<file path="src/hw/rtl/srrw_pkg.sv">
// ----------------------------------------------------------------------------
// srrw_pkg
// Types and constants shared by the selective-repeat receive window files.
// ----------------------------------------------------------------------------
package srrw_pkg;

	// Received-map memory word geometry
	localparam int WORD_W = 32;
	localparam int BIT_W  = 5;

	// Result status codes
	typedef enum logic [1:0] {
		STAT_NEW     = 2'd0,
		STAT_DUP     = 2'd1,
		STAT_OUTSIDE = 2'd2,
		STAT_FOREIGN = 2'd3
	} status_t;

	// Control sequencer states
	typedef enum logic [2:0] {
		ST_IDLE,
		ST_WIN,
		ST_CLASS,
		ST_MARK,
		ST_SRD,
		ST_SCHK,
		ST_FIN,
		ST_OUT
	} state_t;

endpackage

</file>
<file path="src/hw/rtl/srrw_ram.sv">
// ----------------------------------------------------------------------------
// srrw_ram
// Generic simple dual-port RAM, one write and one registered read port.
// ----------------------------------------------------------------------------
module srrw_ram #(
	parameter int WIDTH = 32,
	parameter int DEPTH = 32
) (
	input  logic                             clk,
	input  logic                             we,
	input  logic [(DEPTH > 1 ? $clog2(DEPTH) : 1)-1:0] waddr,
	input  logic [WIDTH-1:0]                 wdata,
	input  logic                             ren,
	input  logic [(DEPTH > 1 ? $clog2(DEPTH) : 1)-1:0] raddr,
	output logic [WIDTH-1:0]                 rdata
);

	logic [WIDTH-1:0] mem [DEPTH];

	// Write port
	always_ff @(posedge clk) begin
		if (we) begin
			mem[waddr] <= wdata;
		end
	end

	// Registered read port
	always_ff @(posedge clk) begin
		if (ren) begin
			rdata <= mem[raddr];
		end
	end

endmodule

</file>
<file path="src/hw/rtl/selective_repeat_receive_window.sv">
// ----------------------------------------------------------------------------
// selective_repeat_receive_window
// Flow: a foreign segment goes from the window step straight to the result;
//   an out-of-window one is classified and finished; a duplicate or out-of-order
//   one is also looked up in the map and, if new, marked; an in-order one also scans map words.
// Throughput: one segment at a time, the next taken in the cycle the result appears;
//   the scan reads one 32-bit map word at a time, over up to a full 1024-entry
//   window. A stalled result holds the input off.
// Reset: asynchronous, clears the pointers, counters and map word valid bits.
// ----------------------------------------------------------------------------
module selective_repeat_receive_window
	import srrw_pkg::*;
#(
	parameter int WINDOW = 1024
) (
	input  logic        clk,
	input  logic        arst_n,
	// Configuration: total_segments
	input  logic        cfg_valid,
	output logic        cfg_ready,
	input  logic [15:0] cfg_data,
	// Input segments
	input  logic        s_tvalid,
	output logic        s_tready,
	input  logic [15:0] s_tdata,   // [15:0] seg_index
	input  logic        s_tuser,   // [0] from_server
	// Results
	output logic        m_tvalid,
	input  logic        m_tready,
	output logic [55:0] m_tdata,   // [15:0] next_expected, [31:16] progress,
	                               // [32] window_done, [48:33] window_base,
	                               // [49] all_done, [55:50] zero
	output logic [1:0]  m_tuser    // [1:0] status
);

	localparam int DEPTH = (WINDOW + WORD_W - 1) / WORD_W;
	localparam int AW    = (DEPTH > 1) ? $clog2(DEPTH) : 1;
	localparam int OFF_W = $clog2(DEPTH * WORD_W + 1);

	state_t state_q, state_d;

	logic [15:0]      total_q;
	logic [15:0]      base_q;
	logic [15:0]      expected_q;
	logic [15:0]      count_q;
	logic [DEPTH-1:0] wvalid_q;

	logic [15:0]      seg_q;
	logic             from_q;
	logic [OFF_W-1:0] win_q;
	logic [15:0]      end_q;
	logic [BIT_W-1:0] bit_q;
	logic [AW-1:0]    word_q;
	status_t          status_q;
	logic             done_q;

	logic             m_tvalid_q;
	logic [55:0]      m_tdata_q;
	logic [1:0]       m_tuser_q;

	// RAM port signals
	logic              ram_we;
	logic              ram_ren;
	logic [AW-1:0]     ram_raddr;
	logic [WORD_W-1:0] ram_wdata;
	logic [WORD_W-1:0] ram_rdata;

	// Datapath terms
	logic [15:0]       left_c;
	logic [15:0]       win_c;
	logic              outside_c;
	logic [15:0]       seg_off_c;
	logic [15:0]       exp_off_c;
	logic [WORD_W-1:0] word_c;
	logic              bit_set_c;
	logic [OFF_W-1:0]  word_base_c;
	logic [WORD_W-1:0] avail_c;
	logic [BIT_W-1:0]  zero_pos_c;
	logic              all_ones_c;
	logic [OFF_W-1:0]  scan_off_c;
	logic              scan_cont_c;
	logic              accept_c;
	logic              out_free_c;

	srrw_ram #(
		.WIDTH(WORD_W),
		.DEPTH(DEPTH)
	) u_map (
		.clk   (clk),
		.we    (ram_we),
		.waddr (word_q),
		.wdata (ram_wdata),
		.ren   (ram_ren),
		.raddr (ram_raddr),
		.rdata (ram_rdata)
	);

	assign accept_c   = s_tvalid && s_tready;
	assign out_free_c = !m_tvalid_q || m_tready;

	// Window length and segment classification
	always_comb begin
		left_c    = (total_q > base_q) ? (total_q - base_q) : 16'd0;
		win_c     = (left_c > 16'(WINDOW)) ? 16'(WINDOW) : left_c;
		outside_c = (seg_q < base_q) || (seg_q >= end_q);
		seg_off_c = seg_q - base_q;
		exp_off_c = expected_q - base_q;
	end

	// Map word as read, words never written since the last clear read as zero
	always_comb begin
		word_c    = wvalid_q[word_q] ? ram_rdata : '0;
		bit_set_c = word_c[bit_q];
		ram_wdata = word_c | (WORD_W'(1) << bit_q);
	end

	// In-order scan over one map word: first hole at or after bit_q
	always_comb begin
		logic [OFF_W-1:0] pos;
		word_base_c = OFF_W'({word_q, {BIT_W{1'b0}}});
		for (int j = 0; j < WORD_W; j++) begin
			pos = word_base_c + OFF_W'(j);
			if (pos >= win_q) begin
				avail_c[j] = 1'b0;
			end else begin
				avail_c[j] = word_c[j] || (BIT_W'(j) < bit_q);
			end
		end
		all_ones_c = &avail_c;
		zero_pos_c = '0;
		for (int j = WORD_W - 1; j >= 0; j--) begin
			if (!avail_c[j]) begin
				zero_pos_c = BIT_W'(j);
			end
		end
		if (all_ones_c) begin
			scan_off_c  = word_base_c + OFF_W'(WORD_W);
			scan_cont_c = scan_off_c < win_q;
		end else begin
			scan_off_c  = word_base_c + OFF_W'(zero_pos_c);
			scan_cont_c = 1'b0;
		end
	end

	// Next state
	always_comb begin
		state_d = state_q;
		case (state_q)
			ST_IDLE:  if (accept_c) state_d = ST_WIN;
			ST_WIN:   state_d = from_q ? ST_CLASS : ST_OUT;
			ST_CLASS: state_d = outside_c ? ST_FIN : ST_MARK;
			ST_MARK: begin
				if (!bit_set_c && (seg_q == expected_q)) state_d = ST_SRD;
				else state_d = ST_FIN;
			end
			ST_SRD:   state_d = ST_SCHK;
			ST_SCHK:  state_d = scan_cont_c ? ST_SRD : ST_FIN;
			ST_FIN:   state_d = ST_OUT;
			ST_OUT:   if (out_free_c) state_d = ST_IDLE;
			default:  state_d = ST_IDLE;
		endcase
	end

	// Outputs of the sequencer
	always_comb begin
		s_tready  = 1'b0;
		ram_ren   = 1'b0;
		ram_we    = 1'b0;
		ram_raddr = '0;
		case (state_q)
			ST_IDLE:  s_tready = 1'b1;
			ST_CLASS: begin
				ram_ren   = !outside_c;
				ram_raddr = seg_off_c[BIT_W +: AW];
			end
			ST_MARK:  ram_we = !bit_set_c;
			ST_SRD: begin
				ram_ren   = 1'b1;
				ram_raddr = exp_off_c[BIT_W +: AW];
			end
			default: begin
				s_tready = 1'b0;
			end
		endcase
	end

	assign cfg_ready = 1'b1;

	// Control state
	always_ff @(posedge clk or negedge arst_n) begin
		if (!arst_n) begin
			state_q    <= ST_IDLE;
			total_q    <= '0;
			base_q     <= '0;
			expected_q <= '0;
			count_q    <= '0;
			wvalid_q   <= '0;
			m_tvalid_q <= 1'b0;
		end else begin
			state_q <= state_d;
			if (cfg_valid) begin
				total_q <= cfg_data;
			end
			if (state_q == ST_MARK && !bit_set_c) begin
				wvalid_q[word_q] <= 1'b1;
				count_q          <= count_q + 16'd1;
			end
			if (state_q == ST_SCHK) begin
				expected_q <= base_q + 16'(scan_off_c);
			end
			// Window completes: move base, restart pointer, clear the map
			if (state_q == ST_FIN && win_q != '0 && expected_q >= end_q) begin
				base_q     <= end_q;
				expected_q <= end_q;
				wvalid_q   <= '0;
			end
			if (state_q == ST_OUT && out_free_c) begin
				m_tvalid_q <= 1'b1;
			end else if (m_tready) begin
				m_tvalid_q <= 1'b0;
			end
		end
	end

	// Per-transaction working registers and result payload
	always_ff @(posedge clk) begin
		if (accept_c) begin
			seg_q  <= s_tdata;
			from_q <= s_tuser;
		end
		case (state_q)
			ST_WIN: begin
				win_q    <= OFF_W'(win_c);
				end_q    <= base_q + win_c;
				done_q   <= 1'b0;
				status_q <= STAT_FOREIGN;
			end
			ST_CLASS: begin
				status_q <= outside_c ? STAT_OUTSIDE : STAT_NEW;
				bit_q    <= seg_off_c[BIT_W-1:0];
				word_q   <= seg_off_c[BIT_W +: AW];
			end
			ST_MARK: begin
				if (bit_set_c) status_q <= STAT_DUP;
			end
			ST_SRD: begin
				bit_q  <= exp_off_c[BIT_W-1:0];
				word_q <= exp_off_c[BIT_W +: AW];
			end
			ST_FIN: begin
				done_q <= (win_q != '0) && (expected_q >= end_q);
			end
			ST_OUT: begin
				if (out_free_c) begin
					m_tdata_q <= {6'd0, (base_q >= total_q), base_q, done_q,
					              count_q, expected_q};
					m_tuser_q <= status_q;
				end
			end
			default: begin
				done_q <= done_q;
			end
		endcase
	end

	assign m_tvalid = m_tvalid_q;
	assign m_tdata  = m_tdata_q;
	assign m_tuser  = m_tuser_q;

endmodule

</file>
<file path="config.mk">
export PLATFORM = sky130hd
export DESIGN_NAME = selective_repeat_receive_window
export DESIGN_NICKNAME = d
export VERILOG_FILES = /design/src/hw/rtl/srrw_pkg.sv /design/src/hw/rtl/srrw_ram.sv /design/src/hw/rtl/selective_repeat_receive_window.sv
export SDC_FILE = /design/constraint.sdc
export NUM_CORES = 2
export LEC_CHECK = 0
export BUFFER_PORTS_ARGS = -buffer_cell sky130_fd_sc_hd__buf_2
export CORE_ASPECT_RATIO = 1.25
export CORE_MARGIN = 2
export CORE_UTILIZATION = 35
export DETAILED_ROUTE_END_ITERATION = 16
export HOLD_SLACK_MARGIN = 0.03
export SYNTH_ARGS = -nofsm -noshare
export SYNTH_HDL_FRONTEND = slang
export SYNTH_SLANG_ARGS = --single-unit
</file>
<file path="constraint.sdc">
create_clock -name clk -period 6.2 [get_ports clk]
set_input_delay 0.62 -clock clk [delete_from_list [all_inputs] [get_ports clk]]
set_output_delay 0.62 -clock clk [all_outputs]
set_load 0.05 [all_outputs]
</file>
==> flow_summary.yaml <==
routing:
  wl_mm: 163.0
  drc: 0
  vias_per_cell: 5.407
  dr.pass1.iters: 5
  drt_first_iter_violations: 3417
  ant_nets: 0
  wl_per_cell_um: 24.55
  vias: 35910
worst_hold_path:
  hp-start: "cfg_data[0]"
  min_to: "total_q[0]$_DFFE_PN0P_"
  hold_path.class: "in -> reg"
  hold_depth: 3
synth:
  synth_most_common_cell: "edfxtp_1"
  synth_area_leader_cell: "edfxtp_1"
  ys_seq_elements: 1265
  synth.top_cell.area_share_pct: 63.44
  ys_types: 81
  synth_top_family_by_area: "simple AND/OR/NAND/NOR gates"
  synthAdderAreaFrac_pct: 2.814
  netlist_instances: 4253
  synth-xor-area-share_pct: 1.175
  synthTopCellsByCount: "edfxtp_1, nand2_1, nand3_1, mux2i_1, clkbuf_1"
  seq_area_frac_synth_pct: 67.98
  synth_top_cells_by_area: "edfxtp_1, nand2_1, dfrtp_1, mux2i_1, ha_1"
  synth_ff_type: "edfxtp_1"
  synthArstFlopShare_pct: 7.905
  synth-edff-count: 1165
  synth-compound-area-share_pct: 7.402
  synth_warnings: 0
  synth_area_um2: 55140
  muxShareOfSynthArea_pct: 5.341
  synthSimpleGateAreaFrac_pct: 12.87
  syn_area_per_cell_um2: 12.97
cts:
  cts_root_buffer: "clkbuf_16"
  clkLatencyLatePin_ns: 0.79
  clk_pin_slew_worst_paths_ns: 0.07
  cts_buffers: 120
  clock_path_buffers: 3
  clkSinkCount: 1265
  tritoncts: "built"
  ctsHtreeMaxLevel: 3
timing:
  skew_ns: 0.04235
  min_period_over_period_pct: 94.86
  fmax_ghz: 0.1700
  tns_ns: 0
  final_max_slew_viol_count: 0
  hold_viol: 0
  relSlewSlack_pct: 14.43
  setup_viol: 0
  fin_hold_ws_ns: 0.09873
  worstMarginPinSlew_ns: 1.284
  fin_crit_ns: 5.881
critical_path:
  critPathMaxStageDelay_ns: 0.49
  rr_startpoint: "word_q[3]$_DFFE_PN_"
  crit_type: "reg -> reg"
  reg2reg_depth: 28
  cp.required_ns: 6.85
  reg2reg_to: "expected_q[14]$_DFFE_PN0P_"
  worstSetupEndpointType: "register"
  worstPathArrival_ns: 6.53
  slowest_stage: "edfxtp_1"
  cpMostUsedCell: "buf_4"
  cp_max_fo: 25
  cp_num_buf_inv: 5
  critPathLaunchType: "register"
  reg2reg_slack_ns: 0.32
  cpLargestDelayFamily: "simple AND/OR/NAND/NOR gates"
placement:
  io_buffers: 91
  placed_area_um2: 59690
  gp_congestion: 0.8954
  dp_hpwl_mm: 99.11
layout:
  final_nets: 4646
  multiInputGateArea_um2: 16950
  final_util_pct: 40.98
  area_delta_synth_final_pct: 16.15
  fin_area_um2: 64050
  n_fill_cell: 14350
  num_antenna_cells: 0
  drive_gt1_share_pct: 14.90
  ff_latch_area_um2: 37490
outcome:
  status: "completed"
floorplan:
  start_util_pct: 35.28
  ioPinCount: 99
  chipHeight_um: 447.8
  row_count: 162
  die_w_um: 359.0
  coreArea_um2: 156300
  die_area_um2: 160800
global_route:
  antenna_found_initial: 0
  grt_overflow: 0
  first_global_vias: 35580
  grt_max_degree: 84
  grt_usage_pct: 20.03
  grt_pass1_wl_mm: 239.6
pwr:
  leakage_nw: 24.23
  p_total_w: 0.03480
  power_density_nw_per_um2: 543.3
  vdd_ir_drop_max_mv: 0.3483
run:
  drv_cap: 0
-- timing repair --
item	in CTS	in global routing
hold endpoints to repair	66	0
setup buffers	4	5
endpoints found under the setup margin	3	15
hold buffers	18	0
gates cloned	1	0
pin swaps	1	11
resized for setup	8	38
-- area by class of cell --
cell class | instances | share of cell area, %
clock buffers | 147 | 4.927
flip-flops and latches | 1265 | 58.53
repair buffers | 343 | 4.364
multi-input cells | 2665 | 26.47
inverters | 92 | 0.5392
well taps | 2050 | 4.005
clock inverters | 79 | 1.170
-- worst register-to-register path, delay by kind of cell (launching register included) --
| kind | cells | cell delay (ns) |
|---|---|---|
| adders and majority gates | 1 | 0.30 |
| and+or+nand+nor | 10 | 2.28 |
| DFF | 1 | 0.49 |
| AOI/OAI and AO/OA | 11 | 1.79 |
| muxes | 1 | 0.15 |
| buffers and inverters | 5 | 0.77 |
-- per-stage QoR --
step           worst slack (ns)  cells
2_1_floorplan            0.3834   4262
3_5_place_dp           0.005670   6387
4_1_cts                0.002967   6636
3_3_place_gp            0.04999   6387
5_1_grt                -0.04715   6641
6_report                 0.3187   6641
-- how the worst max path moves through the flow --
stage	startpoint	end	slack (ns)	cells past startpoint
floorplan	base_q[1]$_DFFE_PN0P_	end_q[14]$_DFFE_PP_	0.38	27
global placement	word_q[3]$_DFFE_PN_	expected_q[14]$_DFFE_PN0P_	0.05	26
detailed placement	word_q[3]$_DFFE_PN_	expected_q[14]$_DFFE_PN0P_	0.006	24
CTS	word_q[3]$_DFFE_PN_	expected_q[14]$_DFFE_PN0P_	0.003	28
global route	word_q[2]$_DFFE_PN_	expected_q[14]$_DFFE_PN0P_	-0.05	28
finish	word_q[3]$_DFFE_PN_	expected_q[14]$_DFFE_PN0P_	0.32	28
-- power by group --
| group | total [W] | internal (W) | switching (W) |
|---|---|---|---|
| Combinational | 0.0158 | 0.00543 | 0.0103 |
| Clock | 0.00737 | 0.00405 | 0.00331 |
| Sequential | 0.0117 | 0.0111 | 0.000603 |
-- sequential cells by signal, indices dropped and copies added, names as in the netlist, 3 cells and up --
register	flops
bit_q	5
seg_q	16
m_tdata	50
win_q	11
end_q	16
u_map.mem	1024
state_q	3
u_map.rdata	32
count_q	16
wvalid_q	32
word_q	5
base_q	16
expected_q	16
total_q	16
-- metal layers --
| metal | track usage (%) | vias up | part of all wire, % |
|---|---|---|---|
| li1 | - | 16300 | - |
| met1 | 24.55 | 18110 | 40 |
| met2 | 35.47 | 1193 | 50 |
| met3 | 2.495 | 312 | 5.1 |
| met4 | 8.713 | 0 | 4.4 |
| met5 | 0 | - | 0 |
-- cell usage in the layout, fill, tap and decap left out, types with 13 or more instances in the layout --
cell	n
clkbuf_1	23
nor4_1	38
and3_1	107
nor2b_1	21
a211oi_1	17
nand3_1	227
xor2_1	21
dlygate4sd3_1	18
mux2i_1	214
a21oi_1	125
nor3_1	31
nand4_1	14
o21ai_0	74
xnor2_1	53
inv_1	91
o21a_1	15
buf_2	90
nand2_1	892
edfxtp_1	1165
dfrtp_1	100
clkinv_1	29
o32ai_1	31
nor2_4	34
ha_1	116
buf_4	203
o21ai_2	23
a221o_1	13
clkbuf_16	121
a21o_1	29
nor2_1	133
mux2_2	48
nand2b_1	21
a311oi_1	132
clkinv_2	24
or3_1	19
buf_12	32
-- logic make-up (layout without fill, tap and decap cells) --
| logic type | count (synthesis) | count (layout) |
|---|---|---|
| XOR/XNOR | 74 | 74 |
| flip-flops | 1265 | 1265 |
| AND/OR/NAND/NOR | 1602 | 1602 |
| buffers and inverters | 333 | 661 |
| other | 2 | 11 |
| adder cells (fa/ha/maj) | 121 | 121 |
| multiplexers | 274 | 275 |
| AO/OA/AOI/OAI | 582 | 582 |
No activity file was read; power rests on OpenSTA's default activity.
